## config.mk

```make
export PLATFORM = sky130hd
export DESIGN_NAME = disk_request_checker_timer_unit
export DESIGN_NICKNAME = d
export VERILOG_FILES = /design/src/sv/drct_pkg.sv /design/src/sv/drct_state.sv /design/src/sv/drct_calc.sv /design/src/sv/disk_request_checker_timer_unit.sv
export SDC_FILE = /design/constraint.sdc
export NUM_CORES = 1
export LEC_CHECK = 0
export BUFFER_PORTS_ARGS = -buffer_cell sky130_fd_sc_hd__buf_2
export CELL_PAD_IN_SITES_DETAIL_PLACEMENT = 0
export CELL_PAD_IN_SITES_GLOBAL_PLACEMENT = 1
export CORE_MARGIN = 1
export CORE_UTILIZATION = 45
export CTS_BUF_LIST = sky130_fd_sc_hd__clkbuf_8 sky130_fd_sc_hd__clkbuf_16
export DETAILED_ROUTE_END_ITERATION = 7
export PLACE_DENSITY_LB_ADDON = 0.1
export SLEW_MARGIN = 40
export SYNTH_ARGS = -nofsm -noshare
export SYNTH_HDL_FRONTEND = slang
export SYNTH_HIERARCHICAL = 1
export SYNTH_SLANG_ARGS = --single-unit
```

## constraint.sdc

```tcl
create_clock -name clk -period 4.02 [get_ports clk]
set_input_delay 0.201 -clock clk [delete_from_list [all_inputs] [get_ports clk]]
set_output_delay 0.201 -clock clk [all_outputs]
set_load 0.05 [all_outputs]
```

## src/sv/drct_pkg.sv

```systemverilog
`timescale 1ns / 1ps
// ----------------------------------------------------------------------------
// drct_pkg
// Shared types for the disk request checker and timer: request and response
// beats, the per-drive state read port and the state update.
// ----------------------------------------------------------------------------
package drct_pkg;

	localparam int unsigned DRIVE_COUNT = 4;
	localparam int unsigned DRIVE_W     = 2;

	// Highest legal drive number
	localparam logic [2:0] DRIVE_MAX = 3'd3;

	// Response status codes
	localparam logic STATUS_OK      = 1'b0;
	localparam logic STATUS_INVALID = 1'b1;

	typedef struct packed {
		logic [2:0] drive_number;
		logic [3:0] head_number;
		logic [8:0] cylinder_number;
		logic [5:0] start_sector;
		logic [5:0] sector_count;
	} drct_req_t;

	typedef struct packed {
		logic        status;
		logic [15:0] linear_sector;
		logic [5:0]  rotation_wait;
		logic [8:0]  seek_distance;
		logic [5:0]  sectors_done;
	} drct_rsp_t;

	// Stored position of one drive
	typedef struct packed {
		logic [8:0] cylinder;
		logic [5:0] sector;
	} drct_pos_t;

	// Position update for one drive
	typedef struct packed {
		logic               we;
		logic [DRIVE_W-1:0] drive;
		drct_pos_t          pos;
	} drct_upd_t;

endpackage

```

## src/sv/drct_state.sv

```systemverilog
`timescale 1ns / 1ps
// ----------------------------------------------------------------------------
// drct_state
// Four-entry register file holding each drive's last cylinder and sector.
// Read is combinational at one drive index, write lands at the clock edge.
// ----------------------------------------------------------------------------
module drct_state (
	input  logic                        clk,
	input  logic                        arst_n,
	input  logic [drct_pkg::DRIVE_W-1:0] rd_drive,
	output drct_pkg::drct_pos_t         rd_pos,
	input  drct_pkg::drct_upd_t         upd
);
	import drct_pkg::*;

	drct_pos_t pos_q [DRIVE_COUNT];

	// Update the addressed drive's position
	always_ff @(posedge clk or negedge arst_n) begin
		if (!arst_n) begin
			for (int i = 0; i < int'(DRIVE_COUNT); i++) begin
				pos_q[i] <= '0;
			end
		end else if (upd.we) begin
			pos_q[upd.drive] <= upd.pos;
		end
	end

	// Read the requested drive
	assign rd_pos = pos_q[rd_drive];

endmodule

```

## src/sv/drct_calc.sv

```systemverilog
`timescale 1ns / 1ps
// ----------------------------------------------------------------------------
// drct_calc
// Request check and timing arithmetic: validates the request, forms the
// linear sector address, rotational wait and seek distance, and the update.
// ----------------------------------------------------------------------------
module drct_calc #(
	parameter int unsigned HEAD_COUNT        = 8,
	parameter int unsigned CYLINDER_COUNT    = 256,
	parameter int unsigned SECTORS_PER_TRACK = 32
) (
	input  drct_pkg::drct_req_t req,
	input  drct_pkg::drct_pos_t last_pos,
	output drct_pkg::drct_rsp_t rsp,
	output drct_pkg::drct_upd_t upd
);
	import drct_pkg::*;

	localparam int unsigned TRACK_SPAN = SECTORS_PER_TRACK * HEAD_COUNT;
	localparam logic [6:0]  SPT7       = 7'(SECTORS_PER_TRACK);

	logic        ok;
	logic [6:0]  run_end;
	logic [6:0]  wait_full;
	logic [8:0]  seek;
	logic [31:0] lin_full;

	// Check the request fields
	assign run_end = 7'(req.start_sector) + 7'(req.sector_count);
	assign ok = (req.drive_number <= DRIVE_MAX)
		&& (32'(req.head_number) < 32'(HEAD_COUNT))
		&& (32'(req.cylinder_number) < 32'(CYLINDER_COUNT))
		&& (req.start_sector != 6'd0)
		&& (7'(req.start_sector) <= SPT7)
		&& (run_end <= SPT7 + 7'd1);

	// Rotate forward from the last sector, wrapping by one track
	assign wait_full = (req.start_sector >= last_pos.sector)
		? 7'(req.start_sector) - 7'(last_pos.sector)
		: 7'(req.start_sector) + SPT7 - 7'(last_pos.sector);

	// Seek as an absolute cylinder difference
	assign seek = (req.cylinder_number >= last_pos.cylinder)
		? req.cylinder_number - last_pos.cylinder
		: last_pos.cylinder - req.cylinder_number;

	// Form the linear address; the constant products reduce to shifts and adds
	assign lin_full = 32'(req.cylinder_number) * 32'(TRACK_SPAN)
		+ 32'(req.head_number) * 32'(SECTORS_PER_TRACK)
		+ 32'(req.start_sector) - 32'd1;

	// Drive the response, zeroed for a rejected request
	always_comb begin
		if (ok) begin
			rsp.status        = STATUS_OK;
			rsp.linear_sector = lin_full[15:0];
			rsp.rotation_wait = wait_full[5:0];
			rsp.seek_distance = seek;
			rsp.sectors_done  = req.sector_count;
		end else begin
			rsp = '0;
			rsp.status = STATUS_INVALID;
		end
	end

	// Store the new position only for an accepted request
	assign upd.we           = ok;
	assign upd.drive        = req.drive_number[DRIVE_W-1:0];
	assign upd.pos.cylinder = req.cylinder_number;
	assign upd.pos.sector   = req.start_sector;

endmodule

```

## src/sv/disk_request_checker_timer_unit.sv

```systemverilog
`timescale 1ns / 1ps
// ----------------------------------------------------------------------------
// disk_request_checker_timer_unit
// Path: a request beat is held in the input register, then in the response
//   register, which drives the response port.
// Throughput: one request per cycle while the response port is not stalled,
//   with a read-modify-write of the four-entry drive position file per request.
// Reset: arst_n clears both stage valid flags and every drive's cylinder and sector to 0.
// ----------------------------------------------------------------------------
module disk_request_checker_timer_unit #(
	parameter int unsigned HEAD_COUNT        = 8,
	parameter int unsigned CYLINDER_COUNT    = 256,
	parameter int unsigned SECTORS_PER_TRACK = 32
) (
	input  logic                clk,
	input  logic                arst_n,
	input  logic                req_valid,
	output logic                req_ready,
	input  drct_pkg::drct_req_t req,
	output logic                rsp_valid,
	input  logic                rsp_ready,
	output drct_pkg::drct_rsp_t rsp
);
	import drct_pkg::*;

	logic      valid_s1;
	drct_req_t req_s1;
	logic      valid_s2;
	drct_rsp_t rsp_s2;

	logic      advance;
	drct_pos_t last_pos;
	drct_rsp_t rsp_calc;
	drct_upd_t upd_calc;
	drct_upd_t upd;

	// Move the held request on when the response register is free or being emptied
	assign advance   = valid_s1 && (!valid_s2 || rsp_ready);
	assign req_ready = !valid_s1 || advance;

	// Hold the incoming beat
	always_ff @(posedge clk or negedge arst_n) begin
		if (!arst_n) begin
			valid_s1 <= 1'b0;
		end else if (req_ready) begin
			valid_s1 <= req_valid;
		end
	end

	always_ff @(posedge clk) begin
		if (req_ready && req_valid) begin
			req_s1 <= req;
		end
	end

	drct_state u_state (
		.clk      (clk),
		.arst_n   (arst_n),
		.rd_drive (req_s1.drive_number[DRIVE_W-1:0]),
		.rd_pos   (last_pos),
		.upd      (upd)
	);

	drct_calc #(
		.HEAD_COUNT        (HEAD_COUNT),
		.CYLINDER_COUNT    (CYLINDER_COUNT),
		.SECTORS_PER_TRACK (SECTORS_PER_TRACK)
	) u_calc (
		.req      (req_s1),
		.last_pos (last_pos),
		.rsp      (rsp_calc),
		.upd      (upd_calc)
	);

	// Commit the drive position together with the response
	always_comb begin
		upd    = upd_calc;
		upd.we = upd_calc.we && advance;
	end

	// Register the response beat
	always_ff @(posedge clk or negedge arst_n) begin
		if (!arst_n) begin
			valid_s2 <= 1'b0;
		end else if (advance) begin
			valid_s2 <= 1'b1;
		end else if (rsp_ready) begin
			valid_s2 <= 1'b0;
		end
	end

	always_ff @(posedge clk) begin
		if (advance) begin
			rsp_s2 <= rsp_calc;
		end
	end

	assign rsp_valid = valid_s2;
	assign rsp       = rsp_s2;

	// A rejected request reports all result fields as zero
	assert property (@(posedge clk) disable iff (!arst_n)
		(rsp_valid && rsp.status == STATUS_INVALID) |->
		(rsp.linear_sector == 16'd0 && rsp.rotation_wait == 6'd0
		&& rsp.seek_distance == 9'd0 && rsp.sectors_done == 6'd0))
		else $error("rejected request carries nonzero result");

	// A held request blocks the input while the response stalls
	assert property (@(posedge clk) disable iff (!arst_n)
		(valid_s1 && rsp_valid && !rsp_ready) |-> !req_ready)
		else $error("input accepted while pipeline is full");

	// Rotational wait never exceeds one track
	assert property (@(posedge clk) disable iff (!arst_n)
		(rsp_valid && rsp.status == STATUS_OK) |->
		(32'(rsp.rotation_wait) <= 32'(SECTORS_PER_TRACK)))
		else $error("rotational wait beyond one track");

	// The drive file is written only when a request leaves the input stage
	assert property (@(posedge clk) disable iff (!arst_n)
		upd.we |=> valid_s2)
		else $error("drive position written without a response");

endmodule
```

## Word-level counts from Yosys, hierarchy flattened

Index checks and enable logic that the tools add are counted.

| word-level totals | value |
|---|---|
| register bits | 128 |
| bits in latches | 0 |
| RAM bits | 0 |
| memory bits (read-only) | 0 |
| input port bits | 32 |
| output and inout bits | 40 |
| logic and storage cells | 65 |
| memories kept | 0 |

| operators by class | value |
|---|---|
| add/subtract/negate cells | 9 |
| multipliers | 0 |
| divide/modulo/power cells | 0 |
| magnitude comparators | 9 |
| equal/unequal tests | 0 |
| shift operators | 0 |
| muxes and demuxes | 11 |
| bitwise logic cells | 1 |
| reduce and logical (&&, ||, !) cells | 15 |

Operators with widths:

| operator | number |
|---|---|
| bitwise mux 60 bit | 1 |
| two-way mux 15 bit | 3 |
| two-way mux 38 bit | 1 |
| binary-select mux 15 bit (select 2 bit) | 1 |
| demux 15 bit (select 2 bit) | 1 |
| subtractor 9 bit | 2 |
| adder 16 x 6 -> 16 bit | 1 |
| adder 16 x 9 -> 16 bit | 1 |
| subtractor 16 x 1 -> 16 bit (second input constant) | 1 |
| subtractor 6 bit | 2 |
| >= comparator 9 bit | 1 |
| logical AND 1 bit | 9 |
| less-than comparator 9 bit (second input constant) | 1 |
| two-way mux 9 bit | 1 |
| adder 6 x 6 -> 7 bit | 1 |
| <= comparator 7 x 6 -> 1 bit (second input constant) | 1 |
| adder 6 bit (second input constant) | 1 |
| >= comparator 6 bit | 1 |
| <= comparator 6 bit (second input constant) | 1 |
| two-way mux 6 bit | 1 |
| nonzero test 6 bit | 1 |
| less-than comparator 4 bit (second input constant) | 1 |
| >= comparator 3 bit (second input constant) | 1 |
| <= comparator 3 x 2 -> 1 bit (second input constant) | 1 |
| other kinds (6) | 9 |

## Depth between registers and ports, before layout

Gate-level depths: netlist of the first run.

| depth | value |
|---|---|
| depth after elaboration | 7 |
| gate-level depth with buffers | 16 |
| depth with buffers taken out | 12 |

## Modules after synthesis

Netlist of the first run, hierarchy kept.

By module, submodules not included:

| module | instances | cells each | area each (µm²) | seq. area each (µm²) |
|---|---|---|---|---|
| drct_calc | 1 | 390 | 2767.7 | 0.0 |
| drct_state | 1 | 146 | 2620.0 | 1501.4 |
| disk_request_checker_timer_unit | 1 | 75 | 2094.5 | 2031.9 |

## Worst setup path after synthesis of the first run

No wires, ideal clock.

| path | value |
|---|---|
| path type | reg2reg |
| from | register req_s1[6] (netlist bit) |
| to | register u_state/pos_q[45] (netlist bit) |
| arrival | 3.246 ns |
| slack | 0.649 ns |
| stages on the path, launching flop included | 17 |
| path buffers | 4 |
| period minus slack after synthesis | 3.371 ns |
| cells stage by stage | edfxtp_1 > ha_1 > inv_1 > fa_1 > nor2b_1 > o21ai_1 > a211oi_1 > o22a_1 > o21ai_2 > buf_2 > buf_4 > inv_2 > buf_4 > and3_1 > nor3b_4 > buf_6 > mux2_2 |

RTL lines:

| item | RTL line | source |
|---|---|---|
| start: declaration | disk_request_checker_timer_unit.sv:27 | `drct_req_t req_s1;` |
| start signal: assignment | disk_request_checker_timer_unit.sv:52 | `req_s1 <= req;` |
| end signal: indexed assignment | drct_state.sv:25 | `pos_q[upd.drive] <= upd.pos;` |
| end: declaration | drct_state.sv:16 | `drct_pos_t pos_q [DRIVE_COUNT];` |

==> impl_results.md, run 1 <==
- Initial Utilization: 46.59%
- Post-synth EDFFs: 66
- Unrepaired setup endpoints after global routing: no
- DP Worst Slack: 560.6 ps
- H-Tree Depth: 4
- First-pass GRT wire length: 26.00 mm
- Crit share post-route: 86.46%
- Mean Syn Cell Area: 12.25 um2
- Outcome: complete, no violations
- Final Skew: 10.59 ps
- Syn_nets: 704
- CTS tree: done
- Worst vdd rail ir drop: 0.2910 mV
- Sequential Area: 3533 um2
- Final WS setup: 544.5 ps
- Hold Crit Class: input pin to register
- WP data required: 4320 ps
- Num CTS Buffers: 17
- Worst hold margin: 82.89 ps
- Top post-synthesis cells by area: edfxtp_1 (26%), dfrtp_1 (21%), mux2_2 (9.0%)
- Slew @ Worst Pin: 641.2 ps
- Site Rows: 46
- DRT Pass-1 Iters: 5
- Antenna cells: 0
- Cell Chain, Critical Path: ha_1 > inv_1 > fa_1 > nor2b_1 > o21ai_1 > a211oi_1 > o22a_1 > o21ai_4 > inv_2 > and3_1 > nand3b_2 > mux2_2
- Total track usage: 20.57%
- R2R Path End: u_state/pos_q[28]
- DRC violations left: 0
- CP Capture Type: register
- Area Overhead vs Synth: 17.66%
- Clk slew on worst S/H paths: 60 ps
- Final Util: 54.82%
- Max-Cap Viols: 0
- Arr. time, crit path: 3770 ps
- CP Class: register to register
- Total number of vias: 4,912
- Largest net degree at the start of global routing: 39
- CP max stage cell: edfxtp_1
- Cells on worst reg2reg path: 12
- Crit Path Max Fanout: 15
- Origin of the worst setup path: req_s1[6]
- Die width: 130.9 um
- Hold Fails Final Rpt: 0
- DRT antenna net count: 0
- CP endpoint: u_state/pos_q[28]
- FMAX: 287.7 MHz
- Placed cells: 872
- Initial drt markers: 187
- CP peak stage delay: 570 ps
- Port bufs: 71
- Die height: 130.9 um
- Endpoints failing setup: 0
- Yosys top cell by area: edfxtp_1
- Top-area cell type share of the netlist area: 26.49%
- DR WL/cell: 17.25 um
- Mapped cell area: 7482 um2
- Vias per cell: 5.259
- GPL Wtd Cong: 0.8839
- Clock latency on the worst-skew pair: 410 ps
- Max-slew headroom: 57.25%
- Final wirelength: 16.11 mm
- R2R Setup Slk: 540 ps
- Total gr overflow: 0
- Post-CTS setup buffers: 0
- Mapped Cells: 611
- Post-synth ARST share: 48.44%
- Dpl hpwl: 11.71 mm
- Seq cells post-synth: 128
- Layout cells sized above 1: 29.25%
- Area of the multi-input gates: 3476 um2
- Vias in the first global route: 4,962
- Register area share after synthesis: 47.22%
- Tot Pwr: 3.709 mW
- Die area: 17,150 um2
- Resized Gates After CTS: 0
- Slew Viols, Final: 0
- Critical R2R Launch: req_s1[6]
- Final setup TNS: 0 ps
- Cell chosen for the clock root: clkbuf_16
- Fill cells: 1,365
- Finished Layout Cells: 934
- Yosys cell types: 71
- Synth warnings: 6
- Initial antenna violation count: 0
- Ports: 72
- Nets: 798
- Post-DP Area: 7935 um2
- Clock sinks: 128
- Lkg Pwr: 4.006 nW
- PD cells: 421.3 nW/um2
- CORE AREA: 16,060 um2
- Design area: 8803 um2
- Ys flop type: edfxtp_1
- Tmin final: 3476 ps
- Clock buffer depth: 2
- Startpoint Class: register
power breakdown:
group          switching [mW]  internal (mW)  total, mW  leakage [nW]
clock network           0.576          0.875       1.45         0.283
registers              0.0627           1.48       1.54          1.50
logic                   0.429          0.287      0.716          2.22
layer usage:
metal | up-vias | GRT usage, % | wire length [um]
met4 | 0 | 6.085 | 131
met2 | 96 | 34.52 | 8024
met5 | - | 0 | 0
met1 | 2422 | 26.39 | 7447
li1 | 2386 | - | -
met3 | 8 | 4.927 | 509
kinds of logic (layout without fill, tap and decap cells):
logic type,count (synthesis),in the layout,synth area share [%]
AO/OA/AOI/OAI,104,104,9.365
adder cells (fa/ha/maj),61,61,11.20
XOR/XNOR,18,18,2.107
AND/OR/NAND/NOR,123,123,9.365
multiplexers,80,80,14.28
buffers and inverters,97,204,6.455
flip-flops,128,128,47.22
area by class of cell:
cell class,instances,share of cell area (%)
Inverter,62,2.644
Timing Repair Buffer,110,8.215
Multi-Input combinational cell,386,39.48
Clock buffer,21,5.586
Tap cell,216,3.070
Sequential cell,128,40.14
Clock inverter,11,0.8670
worst min-delay path by stage:
stage          startpoint                 to  slack, ps  depth (start not counted)
2_1_floorplan      arst_n          rsp_valid        -90                          0
3_3_place_gp       arst_n  u_state/pos_q[13]        220                          1
3_5_place_dp       arst_n  u_state/pos_q[28]        220                          1
4_1_cts         rsp_ready           valid_s1         60                          3
5_1_grt         rsp_ready           valid_s1         90                          3
6_report        rsp_ready           valid_s1         80                          3
placed cells by master, fill, tap and decap left out, types with 4 or more instances in the layout:
| master | count |
|---|---|
| o21bai_1 | 5 |
| edfxtp_1 | 66 |
| and3_1 | 6 |
| dlygate4sd3_1 | 30 |
| a21oi_1 | 28 |
| dfrtp_1 | 62 |
| fa_1 | 10 |
| a31oi_1 | 6 |
| clkbuf_16 | 18 |
| mux2i_1 | 4 |
| nor2_1 | 42 |
| nor3_1 | 7 |
| or3_1 | 4 |
| inv_1 | 62 |
| ha_1 | 51 |
| o31ai_1 | 5 |
| buf_4 | 9 |
| nor2b_1 | 4 |
| o21ai_0 | 19 |
| xnor2_1 | 8 |
| mux4_2 | 15 |
| mux2_2 | 60 |
| nand3_1 | 7 |
| nand2_1 | 17 |
| nand4_1 | 5 |
| a21o_1 | 11 |
| nand2b_1 | 4 |
| buf_2 | 71 |
| xor2_1 | 10 |
worst max-delay path: cells and delay by family, from the launching register on:
| family | cells | cell delay [ps] |
|---|---|---|
| flops | 1 | 570 |
| fa+ha+maj | 2 | 630 |
| compound gates | 4 | 700 |
| buf+inv | 2 | 110 |
| simple gates | 3 | 920 |
| mux | 1 | 440 |
sequential cells by signal, indices dropped and copies added (netlist names):
name,count
req_s1,28
rsp_valid,1
valid_s1,1
u_state/pos_q,60
rsp,38
timing repair:
action	CTS	global route
endpoints found under the hold margin	53	0
hold buffers	30	0
setup endpoints to repair	0	0
cell usage after synthesis (2+ instances only):
library cell	n
a211o_1	3
a211oi_1	3
a21o_1	11
a21oi_1	28
a311oi_1	2
a31oi_1	6
and2_1	3
and3_1	6
and3b_1	2
buf_2	4
buf_4	22
buf_6	2
clkbuf_1	5
dfrtp_1	62
edfxtp_1	66
fa_1	10
ha_1	51
inv_1	61
mux2_2	60
mux2i_1	4
mux4_2	15
nand2_1	17
nand2b_1	4
nand3_1	7
nand3b_2	2
nand4_1	5
nor2_1	42
nor2b_1	4
nor3_1	7
nor3_2	2
nor4_1	3
nor4_2	3
o211ai_1	3
o21ai_0	19
o21ai_1	3
o21ai_2	2
o21bai_1	5
o31ai_1	5
or3_1	4
xnor2_1	8
xor2_1	10
(Power assumes the default switching activity.)
==> run 2: changes to the inputs <==
- CORE_MARGIN: 1 -> 4
- SYNTH_HIERARCHICAL: 1 -> unset
==> impl_results.md, run 2 <==
- CORE AREA: 16,000 um2 (-0.36%)
- Clock buffer depth: 2 (unchanged)
- Total track usage: 19.04% (-1.5 points)
- CP Class: register to register
- Mean Syn Cell Area: 12.66 um2 (+3.3%)
- Vias per cell: 5.307 (+0.91%)
- DRT antenna net count: 0 (unchanged)
- Final setup TNS: 0 ps (unchanged)
- Crit share post-route: 88.50% (+2.0 points)
- First-pass GRT wire length: 27.15 mm (+4.4%)
- Layout cells sized above 1: 28.09% (-1.2 points)
- Largest net degree at the start of global routing: 63 (+62%)
- Slew @ Worst Pin: 678.0 ps (+36.83 ps)
- Unrepaired setup endpoints after global routing: no
- Worst hold margin: 70.57 ps (-12.32 ps)
- Final wirelength: 16.66 mm (+3.4%)
- Fill cells: 1,365 (unchanged)
- Mapped Cells: 586 (-4.1%)
- CTS tree: done
- CP peak stage delay: 700 ps (+130 ps)
- Area of the multi-input gates: 3546 um2 (+2.0%)
- Top-area cell type share of the netlist area: 26.73% (+0.24 points)
- Dpl hpwl: 11.96 mm (+2.1%)
- Crit path max-delay family: compound AO/OA/AOI/OAI gates
- Area Overhead vs Synth: 20.16%
- Tmin final: 3558 ps (+82.16 ps)
- Hold Crit Endpoint: rsp_valid
- CP Capture Type: register
- Critical R2R Launch: req_s1[25]
- Nets: 792 (-0.75%)
- Die height: 136.4 um (+4.1%)
- Initial drt markers: 383 (+100%)
- Top post-synthesis cells by area: edfxtp_1 (27%), dfrtp_1 (21%), ha_1 (8.6%)
- R2R Path End: rsp[14]
- Initial Utilization: 46.35% (-0.25 points)
- Register area share after synthesis: 47.65% (+0.42 points)
- Endpoints failing setup: 0 (unchanged)
- FMAX: 281.1 MHz (-2.3%)
- Hold Crit Class: input pin to register
- Die width: 136.4 um (+4.1%)
- R2R Setup Slk: 460 ps (-80 ps)
- DRT Pass-1 Iters: 4 (-1)
- Startpoint Class: register
- Slew Viols, Final: 0 (unchanged)
- Max-slew headroom: 54.23% (-3.0 points)
- Syn_nets: 679 (-3.6%)
- Vias in the first global route: 5,060 (+2.0%)
- Antenna cells: 0 (unchanged)
- GPL Wtd Cong: 0.8754 (-0.96%)
- CP max stage cell: edfxtp_1
- Post-synth ARST share: 48.44% (unchanged)
- Yosys cell types: 62 (-13%)
- Arr. time, crit path: 3730 ps (-40 ps)
- Crit path buf inv count: 0 (-2)
- Register bank with the most flops: u_state.pos_q
- Ys flop type: edfxtp_1
- H-Tree Depth: 4 (unchanged)
- Crit Path Max Fanout: 9 (-6)
- PD cells: 434.0 nW/um2 (+3.0%)
- Clock latency on the worst-skew pair: 420 ps (about the same)
- WP data required: 4190 ps (-130 ps)
- Most common cell after layout, fill and taps aside: buf_2
- Cell chosen for the clock root: clkbuf_16
- Worst vdd rail ir drop: 0.2855 mV (-1.9%)
- Final Skew: 11.42 ps (+0.8315 ps)
- Mapped cell area: 7416 um2 (-0.89%)
- Sequential Area: 3533 um2 (unchanged)
- Hold depth: 3 (unchanged)
- Most frequent CP cell: nor3_1
- Cell Chain, Critical Path: mux4_2 > ha_1 > nand2_1 > nor3_1 > o31ai_4 > a2111oi_1 > nor3_1 > o21ba_1
- Num CTS Buffers: 17 (unchanged)
- Hold Fails Final Rpt: 0 (unchanged)
- Total number of vias: 4,925 (+0.26%)
- Ports: 72 (unchanged)
- Worst hold start: rsp_ready
- Total gr overflow: 0 (unchanged)
- Seq cells post-synth: 128 (unchanged)
- Initial antenna violation count: 0 (unchanged)
- Commonest cells after routing, fill and taps aside: buf_2 (71), edfxtp_1 (66), dfrtp_1 (62), inv_1 (51), ha_1 (51)
- Clk slew on worst S/H paths: 60 ps (about the same)
- Post-synth EDFFs: 66 (unchanged)
- Synth warnings: 0 (-6)
- Yosys top cell by area: edfxtp_1
- DRC violations left: 0 (unchanged)
- Outcome: complete, no violations
- Die area: 18,600 um2 (+8.5%)
- Dominant cell by count in the synthesized netlist: edfxtp_1
- Lkg Pwr: 4.028 nW (+0.55%)
- Clock sinks: 128 (unchanged)
- Port bufs: 71 (unchanged)
- Final Util: 55.69% (+0.87 points)
- Max-Cap Viols: 0 (unchanged)
- Site Rows: 46 (unchanged)
- DR WL/cell: 17.95 um (+4.1%)
- Synth cell count leaders: edfxtp_1 (66), dfrtp_1 (62), ha_1 (51), inv_1 (51), mux2_2 (38)
- Cells on worst reg2reg path: 8 (-4)
- Largest register FFs: 60 (unchanged)
## run 2: metrics by stage
step | total power, mW | setup slack (ps) | instances | area (um2)
2_1_floorplan | 2.120 | 470.9 | 586 | 7416
3_3_place_gp | 2.307 | 449.3 | 866 | 8013
3_5_place_dp | 2.315 | 393.0 | 866 | 8013
4_1_cts | 3.903 | 377.3 | 928 | 8906
5_1_grt | 4.050 | 67.69 | 928 | 8911
6_report | 3.868 | 462.3 | 928 | 8911
## run 2: per-layer routing
| layer | wire length [um] | vias up | GRT usage, % |
|---|---|---|---|
| li1 | - | 2351 | - |
| met1 | 8332 | 2453 | 27.90 |
| met2 | 7608 | 108 | 29.53 |
| met3 | 541 | 13 | 2.924 |
| met4 | 176 | 0 | 5.319 |
| met5 | 0 | - | 0 |
## run 2: power by group
part | switching (mW) | total (mW) | internal (mW)
combinational | 0.462 | 0.777 | 0.315
clock | 0.643 | 1.55 | 0.908
sequential | 0.0592 | 1.54 | 1.48
## run 2: worst register-to-register path, cell delays in order, from the launching register on
cell,delay (ps)
edfxtp_1,700
mux4_2,600
ha_1,510
nand2_1,160
nor3_1,410
o31ai_4,170
a2111oi_1,490
nor3_1,100
o21ba_1,180
## run 2: layout make-up
| type | count | area share (%) |
|---|---|---|
| flip-flops and latches | 128 | 39.65 |
| multi-input cells | 386 | 39.79 |
| well taps | 216 | 3.033 |
| clock buffers | 18 | 5.055 |
| repair buffers | 115 | 8.719 |
| clock inverters | 14 | 1.601 |
| inverters | 51 | 2.148 |
## run 2: cell families (layout without fill, tap and decap cells)
| kind of cell | count (synthesis) | in the layout | share of synthesized area, % |
|---|---|---|---|
| fa+ha+maj | 61 | 61 | 11.30 |
| compound gates | 90 | 90 | 8.757 |
| mux | 80 | 80 | 15.18 |
| flops | 128 | 128 | 47.65 |
| simple gates | 132 | 132 | 9.819 |
| buf+inv | 72 | 198 | 4.572 |
| xor+xnor | 23 | 23 | 2.716 |
## run 2: repair_timing
| item | CTS | global route |
|---|---|---|
| buffers inserted | 0 | 0 |
| endpoints found under the hold margin | 91 | 0 |
| resized for setup | 0 | 1 |
| hold buffers | 30 | 0 |
| setup endpoints to repair | 0 | 1 |
## run 2: worst max-delay path by stage
stage                           from      end  slack (ps)  depth (start not counted)
after floorplan           req_s1[25]  rsp[14]         470                         11
after global placement    req_s1[25]  rsp[14]         450                          8
after detailed placement  req_s1[25]  rsp[14]         390                          8
after CTS                 req_s1[25]  rsp[14]         380                          8
after global routing      req_s1[25]  rsp[14]          70                          8
final                     req_s1[25]  rsp[14]         460                          8
==> run 3: changes to the inputs <==
- CTS_CLUSTER_SIZE: unset -> 12
- TNS_END_PERCENT: unset -> 100
- clock period: 4.02 -> 4.4 ns (I/O delays scaled with it)
==> impl_results.md, run 3 (synthesis results as in run 2) <==
- Ports: 72 (unchanged)
- Nets: 789 (-0.38%)
- Dpl hpwl: 11.91 mm (-0.41%)
- Unrepaired setup endpoints after global routing: no
- Share of power burned in registers: 40.2% (+0.4 points)
- Total gr overflow: 0 (unchanged)
- Critical R2R Launch: req_s1[25]
- Max-Cap Viols: 0 (unchanged)
- Hold Fails Final Rpt: 0 (unchanged)
- Post-CTS setup buffers: 0 (unchanged)
- Die width: 136.4 um (unchanged)
- Slew @ Worst Pin: 668.6 ps (-9.368 ps)
- Switching share of power: 29.42% (-0.68 points)
- Lkg Pwr: 4.021 nW (-0.18%)
- Slew Viols, Final: 0 (unchanged)
- Initial drt markers: 302 (-21%)
- Vias per cell: 5.322 (+0.28%)
- Outcome: complete, no violations
- CORE AREA: 16,000 um2 (unchanged)
- Worst vdd rail ir drop: 0.2711 mV (-5.0%)
- H-Tree Depth: 4 (unchanged)
- Most frequent CP cell: nor3_1
- Port bufs: 71 (unchanged)
- Site Rows: 46 (unchanged)
- Final wirelength: 16.59 mm (-0.43%)
- Pint: 2.474 mW (-8.5%)
- Clk slew on worst S/H paths: 60 ps (about the same)
- Worst hold start: rsp_ready
- Most common cell after layout, fill and taps aside: buf_2
- DRT antenna net count: 0 (unchanged)
- Crit Path Max Fanout: 12 (+3)
- Post-DP Area: 7970 um2 (-0.53%)
- Largest net degree at the start of global routing: 63 (unchanged)
- DRC violations left: 0 (unchanged)
- FMAX: 267.5 MHz (-4.8%)
- Area Overhead vs Synth: 19.62%
- Top layer in use: met4
- Wl on met1: 8.130 mm (-2.4%)
- Logic gate share of total power: 20.1% (about the same)
- Crit share post-route: 84.97% (-3.5 points)
- Initial Utilization: 46.35% (unchanged)
- Commonest cells after routing, fill and taps aside: buf_2 (71), edfxtp_1 (66), dfrtp_1 (62), inv_1 (51), ha_1 (51)
- Design area: 8871 um2 (-0.45%)
- DRT Pass-1 Iters: 4 (unchanged)
- Die height: 136.4 um (unchanged)
- Die area: 18,600 um2 (unchanged)
- DP Worst Slack: 674.6 ps (+281.7 ps)
- Layout cells sized above 1: 27.79% (-0.30 points)
- CP peak stage delay: 660 ps (-40 ps)
- Largest register FFs: 60 (unchanged)
- Endpoints failing setup: 0 (unchanged)
- DR WL/cell: 17.93 um (-0.10%)
- Vias in the first global route: 5,005 (-1.1%)
- First-pass GRT wire length: 26.95 mm (-0.74%)
- Total track usage: 18.98% (-0.067 points)
- WP data required: 4570 ps (+380 ps)
- Total number of vias: 4,923 (-0.041%)
- Clock network power share: 39.7% (-0.4 points)
- Clock sinks: 128 (unchanged)
- Routed length on met3: 632 um (+17%)
- Hold Crit Class: input pin to register
- Cell chosen for the clock root: clkbuf_16
- CP Class: register to register
- Final setup TNS: 0 ps (unchanged)
- CP Capture Type: register
- Num CTS Buffers: 17 (unchanged)
- GPL Wtd Cong: 0.8522 (-2.7%)
- PD cells: 395.1 nW/um2 (-9.0%)
- Arr. time, crit path: 3910 ps (+180 ps)
- Clock latency on the worst-skew pair: 420 ps (about the same)
- Resized Gates After CTS: 0 (unchanged)
- Register bank with the most flops: u_state.pos_q
- NetSw: 1.031 mW (-11%)
- Origin of the worst setup path: req_s1[25]
- Startpoint Class: register
- WL met2: 7.608 mm (unchanged)
- Initial antenna violation count: 0 (unchanged)
- Cell Chain, Critical Path: buf_4 > mux4_2 > ha_1 > nand2_1 > nor3_1 > o31ai_4 > a2111oi_0 > nor3_1 > o21ba_1
- CP max stage cell: edfxtp_1
- Final Skew: 9.029 ps (-2.392 ps)
- CTS tree: done
- Tmin final: 3739 ps (+181.1 ps)
- Max-slew headroom: 54.86% (+0.63 points)
- Clock buffer depth: 2 (unchanged)
- Final WS setup: 661.2 ps (+198.9 ps)
- Antenna cells: 0 (unchanged)
-- run 3: final timing paths --
kind	to	slack [ps]	depth (start not counted)
hold / removal	rsp_valid	90	3
setup reg to reg	rsp[14]	660	9
max in group asynchronous	u_state.pos_q[45]	3590	3
setup / recovery	rsp[14]	660	9
hold reg to reg	u_state.pos_q[44]	480	1
min in group asynchronous	u_state.pos_q[21]	400	3
-- run 3: per-layer routing --
metal  vias to the layer above  global-route usage [%]
li1                       2350                       -
met3                        17                   3.516
met2                       125                   29.22
met4                         0                   5.991
met5                         -                       0
met1                      2431                   27.31
-- run 3: layout make-up --
class / instances / area [um2]
Timing Repair Buffer: 112 / 745.7
Clock buffer: 19 / 464.2
Inverter: 51 / 191.4
Sequential cell: 128 / 3533
Multi-Input combinational cell: 386 / 3545
Fill cell: 1383 / 7129
Tap cell: 216 / 270.3
Clock inverter: 13 / 121.4
-- run 3: critical path, delay by kind of cell (launching register included) --
kind | cells | cell delay, ps
compound gates | 3 | 930
flops | 1 | 660
mux | 1 | 590
simple gates | 3 | 590
fa+ha+maj | 1 | 390
buf+inv | 1 | 330
-- run 3: through the flow --
stage / utilization (%) / total power, mW / cells / hold WS [ps]
after floorplan: - / 1.937 / 586 / -75.59
after global placement: 49.81 / 2.103 / 862 / 396.0
after detailed placement: 49.81 / 2.112 / 862 / 398.1
after CTS: 55.35 / 3.540 / 924 / 87.59
after global routing: 55.44 / 3.676 / 925 / 107.3
final: 55.44 / 3.505 / 925 / 94.48
-- run 3: repair_timing --
action / CTS / global route
hold endpoints to repair: 68 / 0
hold buffers: 30 / 0
setup endpoints to repair: 0 / 0
-- run 3: power groups by stage --
stage | clock network (mW) | registers, mW | logic [mW]
after floorplan | 0 | 1.49 | 0.446
after global placement | 0 | 1.43 | 0.670
after detailed placement | 0 | 1.44 | 0.676
after CTS | 1.43 | 1.41 | 0.700
after global routing | 1.48 | 1.42 | 0.774
final | 1.39 | 1.41 | 0.703
